### src/rtl/three_sum_zero_triples_defines.svh
// Assertion macros shared by the three-sum block.
// Included by the controller; depends on nothing.
`ifndef THREE_SUM_ZERO_TRIPLES_DEFINES_SVH
`define THREE_SUM_ZERO_TRIPLES_DEFINES_SVH
// Implication checked on every clock, off during reset.
`define TSZ_ASSERT_IMP(label, ante, cons) \
    label: assert property (@(posedge clk) disable iff (!rst_n) (ante) |-> (cons)) \
        else $error("three_sum check failed");
// Next-cycle implication.
`define TSZ_ASSERT_NEXT(label, ante, cons) \
    label: assert property (@(posedge clk) disable iff (!rst_n) (ante) |=> (cons)) \
        else $error("three_sum check failed");
`endif

### src/rtl/tsz_pkg.sv
// Package of the three-sum block: default depth, modes and datapath commands.
// Used by the controller, datapath, top level and testbench; depends on nothing.
package tsz_pkg;
    localparam int DEPTH_DEFAULT = 64;
    localparam logic MODE_LOAD  = 1'b0;
    localparam logic MODE_FETCH = 1'b1;

    // Datapath operations chosen by the controller.
    localparam logic [3:0] OP_NONE    = 4'd0;
    localparam logic [3:0] OP_APPEND  = 4'd1; // store the input value, load result word
    localparam logic [3:0] OP_REJECT  = 4'd2; // store full: load result word only
    localparam logic [3:0] OP_SWAP_LO = 4'd3; // write the smaller entry, hold the larger
    localparam logic [3:0] OP_SWAP_HI = 4'd4; // write the held larger entry
    localparam logic [3:0] OP_OUTER   = 4'd5; // capture the outer value
    localparam logic [3:0] OP_HIT     = 4'd6; // capture the low and high values
    localparam logic [3:0] OP_DONE    = 4'd7; // result word: search exhausted
    localparam logic [3:0] OP_FOUND   = 4'd8; // result word: triple found

    typedef struct packed {
        logic [3:0] op;
    } tsz_cmd_t;
endpackage

### src/rtl/tsz_ram.sv
// Generic single-write, dual-read RAM with registered read data.
// No dependencies.
module tsz_ram #(
    parameter int WIDTH = 32,
    parameter int DEPTH = 64
) (
    input  logic                     clk,
    input  logic                     we,
    input  logic [$clog2(DEPTH)-1:0] waddr,
    input  logic [WIDTH-1:0]         wdata,
    input  logic [$clog2(DEPTH)-1:0] raddr_a,
    input  logic [$clog2(DEPTH)-1:0] raddr_b,
    output logic [WIDTH-1:0]         rdata_a,
    output logic [WIDTH-1:0]         rdata_b
);
    logic [WIDTH-1:0] mem [DEPTH];

    always_ff @(posedge clk)
    begin
        if (we)
        begin
            mem[waddr] <= wdata;
        end
        rdata_a <= mem[raddr_a];
        rdata_b <= mem[raddr_b];
    end
endmodule

### src/rtl/tsz_ctrl.sv
// Controller state machine and datapath of the three-sum search.
// Depends on tsz_pkg, tsz_ram and the defines header.
`include "three_sum_zero_triples_defines.svh"
module tsz_ctrl #(
    parameter int DEPTH = tsz_pkg::DEPTH_DEFAULT
) (
    input  logic                     clk,
    input  logic                     rst_n,
    input  logic                     in_valid,
    output logic                     in_ready,
    input  logic                     in_mode,
    input  logic                     in_new_set,
    output logic                     out_valid,
    input  logic                     out_ready,
    output tsz_pkg::tsz_cmd_t        cmd,
    output logic [$clog2(DEPTH)-1:0] addr_a,
    output logic [$clog2(DEPTH)-1:0] addr_b,
    output logic [$clog2(DEPTH)-1:0] waddr,
    output logic                     dropped,
    input  logic                     gt_ab,
    input  logic                     eq_ab,
    input  logic                     sum_zero,
    input  logic                     sum_pos,
    input  logic                     match_lo,
    input  logic                     match_hi
);
    localparam int AW = $clog2(DEPTH);
    localparam int CW = $clog2(DEPTH + 1);
    localparam logic [CW-1:0] FULL = CW'(DEPTH);

    localparam logic [3:0] S_IDLE  = 4'd0;
    localparam logic [3:0] S_SRD   = 4'd1;
    localparam logic [3:0] S_SCMP  = 4'd2;
    localparam logic [3:0] S_OUTER = 4'd3;
    localparam logic [3:0] S_ORD   = 4'd4;
    localparam logic [3:0] S_OCHK  = 4'd5;
    localparam logic [3:0] S_LRD   = 4'd6;
    localparam logic [3:0] S_SUM   = 4'd7;
    localparam logic [3:0] S_SKRD  = 4'd8;
    localparam logic [3:0] S_SKCHK = 4'd9;
    localparam logic [3:0] S_OUT   = 4'd10;
    localparam logic [3:0] S_SKRD2 = 4'd11;

    logic [3:0]    state_reg, state_next;
    logic [CW-1:0] cnt_reg, cnt_next;
    logic          sorted_reg, sorted_next, fin_reg, fin_next, ovf_reg, ovf_next;
    logic [CW-1:0] oi_reg, oi_next, lo_reg, lo_next, hi_reg, hi_next;
    logic [CW-1:0] si_reg, si_next, sj_reg, sj_next; // insertion sort indices
    logic          skl_reg, skl_next; // skip phase: low side first
    logic          ov_reg, ov_next;

    assign in_ready  = (state_reg == S_IDLE) && !ov_reg;
    assign out_valid = ov_reg;
    assign dropped   = ovf_next;

    always_comb
    begin
        state_next = state_reg; cnt_next = cnt_reg; sorted_next = sorted_reg;
        fin_next = fin_reg; ovf_next = ovf_reg; oi_next = oi_reg; lo_next = lo_reg;
        hi_next = hi_reg; si_next = si_reg; sj_next = sj_reg; skl_next = skl_reg;
        ov_next = ov_reg;
        waddr = cnt_reg[AW-1:0];
        addr_a = '0; addr_b = '0; cmd.op = tsz_pkg::OP_NONE;
        if (ov_reg && out_ready)
        begin
            ov_next = 1'b0;
        end
        case (state_reg)
            S_IDLE:
            begin
                if (in_valid && in_ready)
                begin
                    if (in_mode == tsz_pkg::MODE_LOAD)
                    begin
                        if (in_new_set)
                        begin
                            cnt_next = CW'(1);
                            ovf_next = 1'b0;
                            cmd.op = tsz_pkg::OP_APPEND;
                            waddr = '0;
                        end
                        else if (cnt_reg < FULL)
                        begin
                            cnt_next = cnt_reg + CW'(1);
                            cmd.op = tsz_pkg::OP_APPEND;
                        end
                        else
                        begin
                            ovf_next = 1'b1;
                            cmd.op = tsz_pkg::OP_REJECT;
                        end
                        sorted_next = 1'b0;
                        fin_next = 1'b0;
                        oi_next = '0;
                        ov_next = 1'b1;
                    end
                    else if (!sorted_reg)
                    begin
                        si_next = CW'(1);
                        sj_next = CW'(1);
                        state_next = S_SRD;
                    end
                    else
                    begin
                        state_next = S_OUTER;
                    end
                end
            end
            // Insertion sort by adjacent swaps: compare j-1 and j.
            S_SRD:
            begin
                if (si_reg >= cnt_reg)
                begin
                    sorted_next = 1'b1;
                    fin_next = 1'b0;
                    oi_next = '0;
                    lo_next = CW'(1);
                    hi_next = (cnt_reg != '0) ? cnt_reg - CW'(1) : '0;
                    state_next = S_OUTER;
                end
                else if (sj_reg == '0)
                begin
                    si_next = si_reg + CW'(1);
                    sj_next = si_reg + CW'(1);
                end
                else
                begin
                    addr_a = AW'(sj_reg - CW'(1));
                    addr_b = AW'(sj_reg);
                    state_next = S_SCMP;
                end
            end
            S_SCMP:
            begin
                if (gt_ab)
                begin
                    // Swap: the smaller entry is written now, the larger one next.
                    cmd.op = tsz_pkg::OP_SWAP_LO;
                    waddr = AW'(sj_reg - CW'(1));
                    state_next = S_SKRD2;
                end
                else
                begin
                    si_next = si_reg + CW'(1);
                    sj_next = si_reg + CW'(1);
                    state_next = S_SRD;
                end
            end
            S_SKRD2:
            begin
                cmd.op = tsz_pkg::OP_SWAP_HI;
                waddr = AW'(sj_reg);
                sj_next = sj_reg - CW'(1);
                state_next = S_SRD;
            end
            S_OUTER:
            begin
                if (fin_reg || cnt_reg < CW'(3) || (oi_reg + CW'(2)) >= cnt_reg)
                begin
                    fin_next = 1'b1;
                    cmd.op = tsz_pkg::OP_DONE;
                    ov_next = 1'b1;
                    state_next = S_IDLE;
                end
                else
                begin
                    addr_a = AW'(oi_reg);
                    addr_b = AW'((oi_reg != '0) ? oi_reg - CW'(1) : oi_reg);
                    state_next = S_OCHK;
                end
            end
            S_OCHK:
            begin
                cmd.op = tsz_pkg::OP_OUTER;
                if (oi_reg != '0 && eq_ab)
                begin
                    oi_next = oi_reg + CW'(1);
                    lo_next = oi_reg + CW'(2);
                    hi_next = cnt_reg - CW'(1);
                    state_next = S_OUTER;
                end
                else
                begin
                    state_next = S_LRD;
                end
            end
            S_LRD:
            begin
                if (lo_reg >= hi_reg || hi_reg >= cnt_reg)
                begin
                    oi_next = oi_reg + CW'(1);
                    lo_next = oi_reg + CW'(2);
                    hi_next = cnt_reg - CW'(1);
                    state_next = S_OUTER;
                end
                else
                begin
                    addr_a = AW'(lo_reg);
                    addr_b = AW'(hi_reg);
                    state_next = S_SUM;
                end
            end
            S_SUM:
            begin
                if (sum_zero)
                begin
                    cmd.op = tsz_pkg::OP_HIT;
                    lo_next = lo_reg + CW'(1);
                    hi_next = hi_reg - CW'(1);
                    skl_next = 1'b1;
                    state_next = S_SKRD;
                end
                else if (sum_pos)
                begin
                    hi_next = hi_reg - CW'(1);
                    state_next = S_LRD;
                end
                else
                begin
                    lo_next = lo_reg + CW'(1);
                    state_next = S_LRD;
                end
            end
            // Step past equal neighbours, low pointer first, then high.
            S_SKRD:
            begin
                if (lo_reg >= hi_reg)
                begin
                    state_next = S_OUT;
                end
                else
                begin
                    addr_a = AW'(skl_reg ? lo_reg : hi_reg);
                    state_next = S_SKCHK;
                end
            end
            S_SKCHK:
            begin
                if (skl_reg)
                begin
                    if (match_lo)
                    begin
                        lo_next = lo_reg + CW'(1);
                    end
                    else
                    begin
                        skl_next = 1'b0;
                    end
                    state_next = S_SKRD;
                end
                else if (match_hi)
                begin
                    hi_next = hi_reg - CW'(1);
                    state_next = S_SKRD;
                end
                else
                begin
                    state_next = S_OUT;
                end
            end
            S_OUT:
            begin
                cmd.op = tsz_pkg::OP_FOUND;
                ov_next = 1'b1;
                state_next = S_IDLE;
            end
            default:
            begin
                state_next = S_IDLE;
            end
        endcase
    end

    always_ff @(posedge clk or negedge rst_n)
    begin
        if (!rst_n)
        begin
            state_reg <= S_IDLE; cnt_reg <= '0; sorted_reg <= 1'b0; fin_reg <= 1'b0;
            ovf_reg <= 1'b0; oi_reg <= '0; lo_reg <= '0; hi_reg <= '0;
            si_reg <= '0; sj_reg <= '0; skl_reg <= 1'b0; ov_reg <= 1'b0;
        end
        else
        begin
            state_reg <= state_next; cnt_reg <= cnt_next; sorted_reg <= sorted_next;
            fin_reg <= fin_next; ovf_reg <= ovf_next; oi_reg <= oi_next;
            lo_reg <= lo_next; hi_reg <= hi_next; si_reg <= si_next;
            sj_reg <= sj_next; skl_reg <= skl_next; ov_reg <= ov_next;
        end
    end

    `TSZ_ASSERT_IMP(a_cnt_range, 1'b1, cnt_reg <= FULL)
    `TSZ_ASSERT_NEXT(a_load_out, in_valid && in_ready && in_mode == tsz_pkg::MODE_LOAD,
                     out_valid)
    `TSZ_ASSERT_IMP(a_ready_excl, out_valid, !in_ready)
    `TSZ_ASSERT_IMP(a_ptr_order, state_reg == S_SUM, lo_reg < hi_reg && hi_reg < cnt_reg)
endmodule

// Datapath: value store, captured triple values, comparators and result word.
module tsz_dp #(
    parameter int DEPTH = tsz_pkg::DEPTH_DEFAULT
) (
    input  logic                     clk,
    input  tsz_pkg::tsz_cmd_t        cmd,
    input  logic [$clog2(DEPTH)-1:0] addr_a,
    input  logic [$clog2(DEPTH)-1:0] addr_b,
    input  logic [$clog2(DEPTH)-1:0] waddr,
    input  logic [31:0]              in_value,
    input  logic                     dropped,
    output logic                     gt_ab,
    output logic                     eq_ab,
    output logic                     sum_zero,
    output logic                     sum_pos,
    output logic                     match_lo,
    output logic                     match_hi,
    output logic [98:0]              out_word
);
    logic          we;
    logic [31:0]   wd, da, db;
    logic [31:0]   t0_reg, t0_next, t1_reg, t1_next, t2_reg, t2_next;
    logic [98:0]   ow_reg, ow_next;
    logic signed [33:0] sum;

    tsz_ram #(.WIDTH(32), .DEPTH(DEPTH)) u_ram (
        .clk(clk), .we(we), .waddr(waddr), .wdata(wd),
        .raddr_a(addr_a), .raddr_b(addr_b), .rdata_a(da), .rdata_b(db)
    );

    // The three-way sum needs 34 bits so that it never wraps.
    assign sum = 34'(signed'(t0_reg)) + 34'(signed'(da)) + 34'(signed'(db));

    assign gt_ab    = signed'(da) > signed'(db);
    assign eq_ab    = (da == db);
    assign sum_zero = (sum == '0);
    assign sum_pos  = (sum > 34'sd0);
    assign match_lo = (da == t1_reg);
    assign match_hi = (da == t2_reg);
    assign out_word = ow_reg;

    function automatic logic [98:0] pack_out(logic f, logic [31:0] a, logic [31:0] b,
                                             logic [31:0] c, logic e, logic d);
        return {d, e, c, b, a, f};
    endfunction

    always_comb
    begin
        we = 1'b0; wd = in_value;
        t0_next = t0_reg; t1_next = t1_reg; t2_next = t2_reg; ow_next = ow_reg;
        case (cmd.op)
            tsz_pkg::OP_APPEND:
            begin
                we = 1'b1;
                ow_next = pack_out(1'b0, '0, '0, '0, 1'b0, dropped);
            end
            tsz_pkg::OP_REJECT:
            begin
                ow_next = pack_out(1'b0, '0, '0, '0, 1'b0, dropped);
            end
            tsz_pkg::OP_SWAP_LO:
            begin
                we = 1'b1;
                wd = db;
                t1_next = da;
            end
            tsz_pkg::OP_SWAP_HI:
            begin
                we = 1'b1;
                wd = t1_reg;
            end
            tsz_pkg::OP_OUTER:
            begin
                t0_next = da;
            end
            tsz_pkg::OP_HIT:
            begin
                t1_next = da;
                t2_next = db;
            end
            tsz_pkg::OP_DONE:
            begin
                ow_next = pack_out(1'b0, '0, '0, '0, 1'b1, dropped);
            end
            tsz_pkg::OP_FOUND:
            begin
                ow_next = pack_out(1'b1, t0_reg, t1_reg, t2_reg, 1'b0, dropped);
            end
            default:
            begin
                ow_next = ow_reg;
            end
        endcase
    end

    always_ff @(posedge clk)
    begin
        t0_reg <= t0_next; t1_reg <= t1_next; t2_reg <= t2_next; ow_reg <= ow_next;
    end
endmodule

### src/rtl/three_sum_zero_triples.sv
// Top level of the three-sum zero-triple finder.
// Depends on tsz_pkg and on tsz_ctrl and tsz_dp.
//
// Channel   Direction  Contents (tdata from bit 0 up)
// s_axis    in         mode, value[31:0], new_set (34 bits, padded to 40)
// m_axis    out        found, smallest, middle, largest, exhausted, dropped (99 -> 104)
//
// A load's result word is valid in the cycle after the load is accepted. A fetch after
// a load first runs an insertion sort over the store, then walks the pointers; each
// pointer step reads its pair of values through the registered dual-read RAM.
// Reset clears the count and flags; the store contents need no clearing. A stalled
// result holds the block: the next word is accepted only after the result is taken.
module three_sum_zero_triples #(
    parameter int DEPTH = tsz_pkg::DEPTH_DEFAULT
) (
    input  logic         clk,
    input  logic         rst_n,
    input  logic         s_axis_tvalid,
    output logic         s_axis_tready,
    input  logic [39:0]  s_axis_tdata,  // mode, value[31:0], new_set, zero pad
    output logic         m_axis_tvalid,
    input  logic         m_axis_tready,
    output logic [103:0] m_axis_tdata   // found, smallest, middle, largest, exhausted, dropped
);
    logic [98:0] word;

    // Command and status signals between the controller and the datapath.
    tsz_pkg::tsz_cmd_t          cmd;
    logic [$clog2(DEPTH)-1:0]   addr_a, addr_b, waddr;
    logic                       dropped;
    logic                       gt_ab, eq_ab, sum_zero, sum_pos, match_lo, match_hi;

    tsz_ctrl #(.DEPTH(DEPTH)) u_ctrl (
        .clk(clk), .rst_n(rst_n),
        .in_valid(s_axis_tvalid), .in_ready(s_axis_tready),
        .in_mode(s_axis_tdata[0]), .in_new_set(s_axis_tdata[33]),
        .out_valid(m_axis_tvalid), .out_ready(m_axis_tready),
        .cmd(cmd), .addr_a(addr_a), .addr_b(addr_b), .waddr(waddr), .dropped(dropped),
        .gt_ab(gt_ab), .eq_ab(eq_ab), .sum_zero(sum_zero), .sum_pos(sum_pos),
        .match_lo(match_lo), .match_hi(match_hi)
    );

    tsz_dp #(.DEPTH(DEPTH)) u_dp (
        .clk(clk), .cmd(cmd), .addr_a(addr_a), .addr_b(addr_b), .waddr(waddr),
        .in_value(s_axis_tdata[32:1]), .dropped(dropped),
        .gt_ab(gt_ab), .eq_ab(eq_ab), .sum_zero(sum_zero), .sum_pos(sum_pos),
        .match_lo(match_lo), .match_hi(match_hi), .out_word(word)
    );

    assign m_axis_tdata = {5'd0, word};
endmodule

### config.mk
export PLATFORM = sky130hd
export DESIGN_NAME = three_sum_zero_triples
export DESIGN_NICKNAME = d
export VERILOG_FILES = /design/src/rtl/tsz_pkg.sv /design/src/rtl/tsz_ram.sv /design/src/rtl/tsz_ctrl.sv /design/src/rtl/three_sum_zero_triples.sv
export VERILOG_INCLUDE_DIRS = /design/src /design/src/rtl
export SDC_FILE = /design/constraint.sdc
export NUM_CORES = 2
export LEC_CHECK = 0
export BUFFER_PORTS_ARGS = -buffer_cell sky130_fd_sc_hd__buf_2
export CELL_PAD_IN_SITES_DETAIL_PLACEMENT = 1
export CELL_PAD_IN_SITES_GLOBAL_PLACEMENT = 1
export CORE_UTILIZATION = 40
export CTS_CLUSTER_SIZE = 8
export DETAILED_ROUTE_END_ITERATION = 7
export PLACE_DENSITY = 0.66
export SETUP_SLACK_MARGIN = 0.02
export SLEW_MARGIN = 5
export SYNTH_ARGS = -nofsm -noshare
export SYNTH_HDL_FRONTEND = slang
export SYNTH_SLANG_ARGS = --single-unit
### constraint.sdc
create_clock -name clk -period 5.36 [get_ports clk]
set_clock_uncertainty 0.2 [all_clocks]
set_input_delay 0.536 -clock clk [delete_from_list [all_inputs] [get_ports clk]]
set_output_delay 0.536 -clock clk [all_outputs]
set_load 0.01 [all_outputs]
After elaboration in Yosys (flattened, before gate mapping)
Memories as Yosys holds them, arrays and structs flattened. A register that Yosys moved wholly into a read port is not among the register bits.
Index checks and enable logic that the tools add are counted.
{"block": "op_classes", "add_sub_neg": 11, "magnitude_cmp": 8, "eq_ne": 40, "n_mux": 99, "bitwise_logic": 1, "reduce_logical": 35}
{"operator": "99-bit one-hot mux with 3 select lines", "n": 1}
{"operator": "7-bit 2-to-1 mux", "n": 28}
{"operator": "32-bit equality test", "n": 3}
{"operator": "6-bit 2-to-1 mux", "n": 15}
{"operator": "7-bit one-hot mux with 5 select lines", "n": 2}
{"operator": "32-bit one-hot mux with 2 select lines", "n": 1}
{"operator": "7-bit one-hot mux with 4 select lines", "n": 2}
{"operator": "4-bit 2-to-1 mux", "n": 10}
{"operator": "4-bit one-hot mux with 10 select lines", "n": 1}
{"operator": "6-bit one-hot mux with 3 select lines", "n": 2}
{"operator": "33-bit by 32-bit adder with 34-bit output", "n": 1}
{"operator": "34-bit by 1-bit > comparator with 1-bit output (second input constant)", "n": 1}
{"operator": "34-bit zero test", "n": 1}
{"operator": "32-bit by 32-bit adder with 33-bit output", "n": 1}
{"operator": "32-bit > comparator", "n": 1}
{"operator": "7-bit by 1-bit adder with 7-bit output (second input constant)", "n": 4}
{"operator": "4-bit by 3-bit equality test with 1-bit output (second input constant)", "n": 7}
{"operator": "7-bit >= comparator", "n": 4}
{"operator": "4-bit one-hot mux with 7 select lines", "n": 1}
{"operator": "7-bit AND reduction", "n": 4}
{"operator": "6-bit one-hot mux with 4 select lines", "n": 1}
{"operator": "7-bit one-hot mux with 3 select lines", "n": 1}
{"operator": "7-bit by 1-bit subtractor with 7-bit output (second input constant)", "n": 3}
{"operator": "4-bit equality test (second input constant)", "n": 5}
{"operator": "33 further kinds", "n": 94}
{"block": "totals", "reg_bits": 246, "ram_bits": 2048, "in_bits": 44, "n_memories": 1}
{"name": "u_dp.u_ram.mem", "words": 64, "word_bits": 32, "read_ports": 2, "rd_ports_with_merged_regs": 2, "wr": 1, "line": "tsz_ram.sv:16", "text": "logic [WIDTH-1:0] mem [DEPTH];"}

Logic depth before layout (Yosys ltp)
{"block": "logic_depth", "depth_word": 11, "mapped_depth": 21, "ltp_nobuf": 15}

Cells and area by module
From an unflattened synthesis, not the netlist that was laid out.
{"block": "hier_totals", "hier_cells": 5963, "area_unflattened_um2": 111570.8}
{"mod": "tsz_ram", "n_inst": 1, "cells_per_inst": 4474, "area_per_inst_um2": 95759.3, "seq_area_each_um2": 62780.2}
{"mod": "tsz_dp", "n_inst": 1, "cells_per_inst": 915, "area_per_inst_um2": 11071.9, "seq_area_each_um2": 5855.6}
{"mod": "tsz_ctrl", "n_inst": 1, "cells_per_inst": 568, "area_per_inst_um2": 4698.3, "seq_area_each_um2": 1276.2}
{"mod": "three_sum_zero_triples", "n_inst": 1, "cells_per_inst": 6, "area_per_inst_um2": 41.3, "seq_area_each_um2": 0.0}

Worst setup path before layout
No wires, ideal clock.
{"block": "synth_timing", "kind": "flip-flop to flip-flop", "start": "register u_dp.t0_reg[1]", "end": "register u_dp.t1_reg[0] (enable)", "t_arrival_ns": 4.672, "setup_slack_ns": 0.113, "stages_incl_launch_ff": 16, "path_cell_list": "edfxtp_1 fa_1 ha_1 inv_1 fa_1 nor2b_1 o31ai_1 nand2_1 xor2_1 or3_1 nor4_1 o221ai_1 a21o_1 nor4_1 and4_1 or2_2"}
{"block": "synth_via", "elab_chain_len": 7}
{"item": "from (decl)", "line": "tsz_ctrl.sv:319", "text": "logic [31:0] t0_reg, t0_next, t1_reg, t1_next, t2_reg, t2_next;"}
{"item": "from (signal assigned)", "line": "tsz_ctrl.sv:395", "text": "t0_reg <= t0_next; t1_reg <= t1_next; t2_reg <= t2_next; ow_reg <= ow_next;"}
{"item": "32-bit by 32-bit adder with 33-bit output *", "line": "tsz_ctrl.sv:329", "text": "assign sum = 34'(signed'(t0_reg)) + 34'(signed'(da)) + 34'(signed'(db));"}
{"item": "33-bit by 32-bit adder with 34-bit output *", "line": "tsz_ctrl.sv:329"}
{"item": "34-bit zero test *", "line": "tsz_ctrl.sv:333", "text": "assign sum_zero = (sum == '0);"}
{"item": "3-bit 2-to-1 mux *", "line": "tsz_ctrl.sv:205", "text": "if (sum_zero)"}
{"item": "4-bit one-hot mux with 7 select lines *", "line": "tsz_ctrl.sv:68", "text": "case (state_reg)"}
{"item": "4-bit by 2-bit equality test with 1-bit output or 4-bit by 3-bit equality test with 1-bit output (tied branches)", "line": "tsz_ctrl.sv:348", "text": "case (cmd.op)"}
{"item": "2-bit OR reduction (no line) *"}
{"item": "to (signal assigned)", "line": "tsz_ctrl.sv:395"}
{"item": "to (decl)", "line": "tsz_ctrl.sv:319"}
Every way passes the cells marked *; elsewhere a longest branch is shown, timed or not.
A chain may end at the register's enable or synchronous reset.

Worst setup path after layout
{"block": "layout_timing", "start": "register u_ctrl.hi_reg[4]", "end": "register u_dp.u_ram.rdata_a[16] (read register of u_dp.u_ram.mem)"}
{"block": "layout_via", "elab_chain_len": 4}
{"item": "from (decl)", "line": "tsz_ctrl.sv:47", "text": "logic [CW-1:0] oi_reg, oi_next, lo_reg, lo_next, hi_reg, hi_next;"}
{"item": "from (signal assigned)", "line": "tsz_ctrl.sv:286", "text": "lo_reg <= lo_next; hi_reg <= hi_next; si_reg <= si_next;"}
{"item": "7-bit >= comparator, on equally long branches", "line": "tsz_ctrl.sv:189, tsz_ctrl.sv:227"}
{"item": "1-bit logical OR", "line": "tsz_ctrl.sv:189", "text": "if (lo_reg >= hi_reg || hi_reg >= cnt_reg)"}
{"item": "6-bit 2-to-1 mux", "line": "tsz_ctrl.sv:189"}
{"item": "6-bit one-hot mux with 4 select lines *", "line": "tsz_ctrl.sv:68"}
{"item": "to (decl)", "line": "tsz_ram.sv:13", "text": "output logic [WIDTH-1:0] rdata_a,"}
Marks and branches as above.

==> impl_metrics.prom <==
# TYPE chip_impl_metric gauge
chip_impl_metric{name="grt_max_degree",unit=""} 101
chip_impl_metric{name="drt-pass1-iter-count",unit=""} 6
chip_impl_metric{name="required",unit="ns"} 6.01
chip_impl_metric{name="first_global_vias",unit=""} 104000
chip_impl_info{name="highest_layer_used_for_signal_routing",value="met5"} 1
chip_impl_metric{name="p_leak",unit="nW"} 53.7
chip_impl_metric{name="final_max_slew_viol_count",unit=""} 0
chip_impl_metric{name="die_h",unit="um"} 542
chip_impl_info{name="endpoint_kind",value="flip-flop"} 1
chip_impl_metric{name="die_x",unit="um"} 542
chip_impl_metric{name="netlist_area_pre_place",unit="um^2"} 117000
chip_impl_metric{name="cts_max_level",unit=""} 5
chip_impl_metric{name="dr.first_iter.drc_count",unit=""} 14400
chip_impl_info{name="regMostFlops",value="u_dp.u_ram.mem"} 1
chip_impl_metric{name="fraction_of_registers_with_async_set_reset",unit=""} 0.0216
chip_impl_info{name="worst_setup_path_start_kind",value="flip-flop"} 1
chip_impl_metric{name="route.layer.met1.wl",unit="um"} 212000
chip_impl_metric{name="via_count",unit=""} 104000
chip_impl_metric{name="yosys_warnings",unit=""} 0
chip_impl_metric{name="design_area",unit="um^2"} 143000
chip_impl_info{name="layout_common_cells",value="sky130_fd_sc_hd__nand2_1, sky130_fd_sc_hd__edfxtp_1, sky130_fd_sc_hd__buf_4, sky130_fd_sc_hd__nand3_1, sky130_fd_sc_hd__and3_1"} 1
chip_impl_metric{name="synth_enable_flop_cells",unit=""} 2243
chip_impl_metric{name="wl_met3",unit="um"} 64600
chip_impl_metric{name="insertion_delay",unit="ns"} 0.96
chip_impl_metric{name="vias_per_cell",unit=""} 6.48
chip_impl_metric{name="placedInstanceArea",unit="um^2"} 132000
chip_impl_metric{name="grt_pass1_wl",unit="um"} 776000
chip_impl_metric{name="fillerInstances",unit=""} 30700
chip_impl_info{name="r2r_start",value="u_ctrl.hi_reg[4]"} 1
chip_impl_metric{name="clk_pin_slew",unit="ns"} 0.06
chip_impl_metric{name="worst_pin_slew",unit="ns"} 1.15
chip_impl_metric{name="power.ir.vdd_worst",unit="mV"} 0.447
chip_impl_info{name="synth-main-ff-cell",value="sky130_fd_sc_hd__edfxtp_1"} 1
chip_impl_info{name="clock-root-buffer",value="sky130_fd_sc_hd__clkbuf_16"} 1
chip_impl_metric{name="max-clock-path-buffers",unit=""} 4
chip_impl_metric{name="slew_headroom",unit=""} 0.217
chip_impl_metric{name="tritoncts_num_sinks",unit=""} 2358
chip_impl_metric{name="dp_cells",unit=""} 15500
chip_impl_metric{name="initial_utilization",unit=""} 0.404
chip_impl_metric{name="ant_nets",unit=""} 0
chip_impl_metric{name="ys_seq_elements",unit=""} 2358
chip_impl_metric{name="std_cell_rows",unit=""} 197
chip_impl_info{name="crit_type",value="reg2reg"} 1
chip_impl_metric{name="finalCoreUtilization",unit=""} 0.493
chip_impl_metric{name="place.detailed.hpwl",unit="um"} 372000
chip_impl_metric{name="layoutNonFillerInstCount",unit=""} 16000
chip_impl_metric{name="antenna_found_initial",unit=""} 47
chip_impl_metric{name="ys_seq_area_frac",unit=""} 0.599
chip_impl_metric{name="routed_wl",unit="um"} 557000
chip_impl_metric{name="min_period_over_period",unit=""} 0.994
chip_impl_metric{name="dieArea",unit="um^2"} 294000
chip_impl_metric{name="cap_violations",unit=""} 0
chip_impl_metric{name="routabilityCongestion",unit=""} 0.948
chip_impl_metric{name="power_per_cell_area",unit="nW/um^2"} 650
chip_impl_info{name="mostFrequentLayoutCell",value="sky130_fd_sc_hd__nand2_1"} 1
chip_impl_metric{name="fin_tns_setup",unit="ns"} 0
chip_impl_metric{name="globalRouteOverflowTotal",unit=""} 0
chip_impl_metric{name="gr-usage-all-layers",unit=""} 0.369
chip_impl_metric{name="crit_path_max_fanout",unit=""} 22
chip_impl_info{name="tritoncts",value="yes"} 1
chip_impl_metric{name="io_buffer_count",unit=""} 138
chip_impl_metric{name="route.detailed.wl_per_inst",unit="um"} 34.8
chip_impl_metric{name="met2RoutedLength",unit="um"} 247000
chip_impl_metric{name="timing.critical_path.arrival",unit="ns"} 5.98
chip_impl_metric{name="fp.coreArea",unit="um^2"} 289000
chip_impl_metric{name="num_io_pins",unit=""} 150
chip_impl_metric{name="number_of_nets_in_the_layout",unit=""} 12100
chip_impl_metric{name="finalSetupViolations",unit=""} 0
chip_impl_info{name="run_status",value="complete, no violations"} 1
chip_impl_metric{name="synthCells",unit=""} 11200
chip_impl_metric{name="cts_made_buffers",unit=""} 336
chip_impl_info{name="worst_setup_path_startpoint",value="u_ctrl.hi_reg[4]"} 1
chip_impl_metric{name="layout-drive-gt1-share",unit=""} 0.157
chip_impl_metric{name="timing.fmax",unit="MHz"} 188
chip_impl_metric{name="synthesis.area_per_instance",unit="um^2"} 10.4
chip_impl_metric{name="netlist-cell-type-count",unit=""} 95
chip_impl_metric{name="largest_register_ffs",unit=""} 2048
chip_impl_info{name="grt_setup_unrepaired",value="no"} 1
chip_impl_metric{name="post-route-drc-count",unit=""} 0
chip_impl_metric{name="finalHoldViolCount",unit=""} 0
chip_impl_metric{name="fin_crit",unit="ns"} 5.33
chip_impl_metric{name="areaGrowthSynthToFinish",unit="%"} 22.1
chip_impl_info{name="hold_path_class",value="in2async"} 1
timing repair:
action	4_1_cts	5_1_grt
hold endpoints to repair	64	0
buffers inserted	5	26
resized for setup	43	66
hold buffers	7	0
gates cloned	1	2
pin swaps	8	23
endpoints found under the setup margin	1632	870
layer usage:
metal | track usage | vias up
met5 | 0 | -
met4 | 0.189 | 38
met3 | 0.0951 | 1469
met2 | 0.568 | 6668
met1 | 0.480 | 53100
li1 | - | 42500
where the power goes:
group	switching (mW)	internal (mW)	total [mW]	leakage (nW)
combinational	31.8	15.9	47.7	27.8
sequential	0.994	24.0	25.0	21.4
clock	8.41	11.6	20.0	4.54
per-stage QoR:
step / power [mW] / setup WS (ns) / hold WS, ns
after detailed placement: 70.5 / -0.633 / 0.320
after floorplan: 46.7 / 0.113 / 0.0404
final: 92.7 / 0.0330 / 0.0971
after CTS: 90.9 / -0.00859 / 0.0413
after global routing: 95.3 / 0.00602 / 0.0872
after global placement: 69.7 / -1.35 / 0.317
critical path: stages (launching register included):
cell and delay [ns]:
sky130_fd_sc_hd__dfrtp_1 0.63, sky130_fd_sc_hd__inv_1 0.15, sky130_fd_sc_hd__ha_1 0.34, sky130_fd_sc_hd__nand4_1 0.08, sky130_fd_sc_hd__and3_1 0.21, sky130_fd_sc_hd__o21a_1 0.31, sky130_fd_sc_hd__and2_1 0.30, sky130_fd_sc_hd__nand2_4 0.20
sky130_fd_sc_hd__nand2_8 0.25, sky130_fd_sc_hd__buf_12 0.23, sky130_fd_sc_hd__buf_16 0.21, sky130_fd_sc_hd__buf_12 0.20, sky130_fd_sc_hd__a211oi_1 0.09, sky130_fd_sc_hd__a31o_2 0.23, sky130_fd_sc_hd__a211oi_1 0.23, sky130_fd_sc_hd__o2111ai_1 0.16
sky130_fd_sc_hd__buf_4 0.20, sky130_fd_sc_hd__nor4_4 0.65, sky130_fd_sc_hd__buf_4 0.27
cells in the mapped netlist, drive strengths merged, types with 31 or more instances:
library cell,instances,share of area
fa,33,0.0057
o221ai,33,0.0025
or3,41,0.0022
and2,110,0.0059
nand2,3684,0.12
dfrtp,51,0.011
mux4,31,0.0060
o21ai,129,0.0055
a22oi,55,0.0035
buf,346,0.014
a221oi,78,0.0061
nor2,228,0.0074
nor4,49,0.0026
nor3,133,0.0058
ha,105,0.011
a22o,52,0.0039
o22ai,69,0.0037
a2111oi,45,0.0035
inv,75,0.0024
a21oi,437,0.019
dfxtp,64,0.011
a31oi,378,0.020
mux2i,217,0.019
edfxtp,2243,0.58
and3,548,0.029
nand3,662,0.028
a211oi,124,0.0080
a21o,32,0.0021
a311oi,162,0.012
xnor2,69,0.0052
clkbuf,491,0.016
nand4,58,0.0031
cell families after synthesis:
family          after synthesis  synth area share
compound gates             1847             0.109
xor+xnor                     98           0.00735
fa+ha+maj                   138            0.0169
buf+inv                     912            0.0325
flops                      2358             0.599
mux                         256            0.0254
other cells                   1         0.0000321
simple gates               5611             0.210
area by class of cell:
cell class / instances / area, um^2 / share of cell area
Antenna cell: 21 / 52.6 / 0.000369
Timing Repair Buffer: 1232 / 13500 / 0.0946
Clock buffer: 468 / 9010 / 0.0632
Sequential cell: 2358 / 69900 / 0.491
Multi-Input combinational cell: 7955 / 44400 / 0.312
Tap cell: 3880 / 4850 / 0.0341
Inverter: 75 / 282 / 0.00198
Clock inverter: 27 / 469 / 0.00329
path summary, 6_finish.rpt:
path | slack, ns | to | depth (start not counted)
max in group asynchronous | 4.36 | u_ctrl.hi_reg[0] | 3
worst max register to register | 0.03 | u_dp.u_ram.rdata_a[16] | 18
worst max-delay path | 0.03 | u_dp.u_ram.rdata_a[16] | 18
min in group clk | 0.10 | u_dp.u_ram.mem[41][29] | 4
worst min-delay path | 0.1 | u_ctrl.hi_reg[3] | 3
worst min register to register | 0.32 | u_dp.t2_reg[9] | 0
No activity file was read; power rests on OpenSTA's default activity.
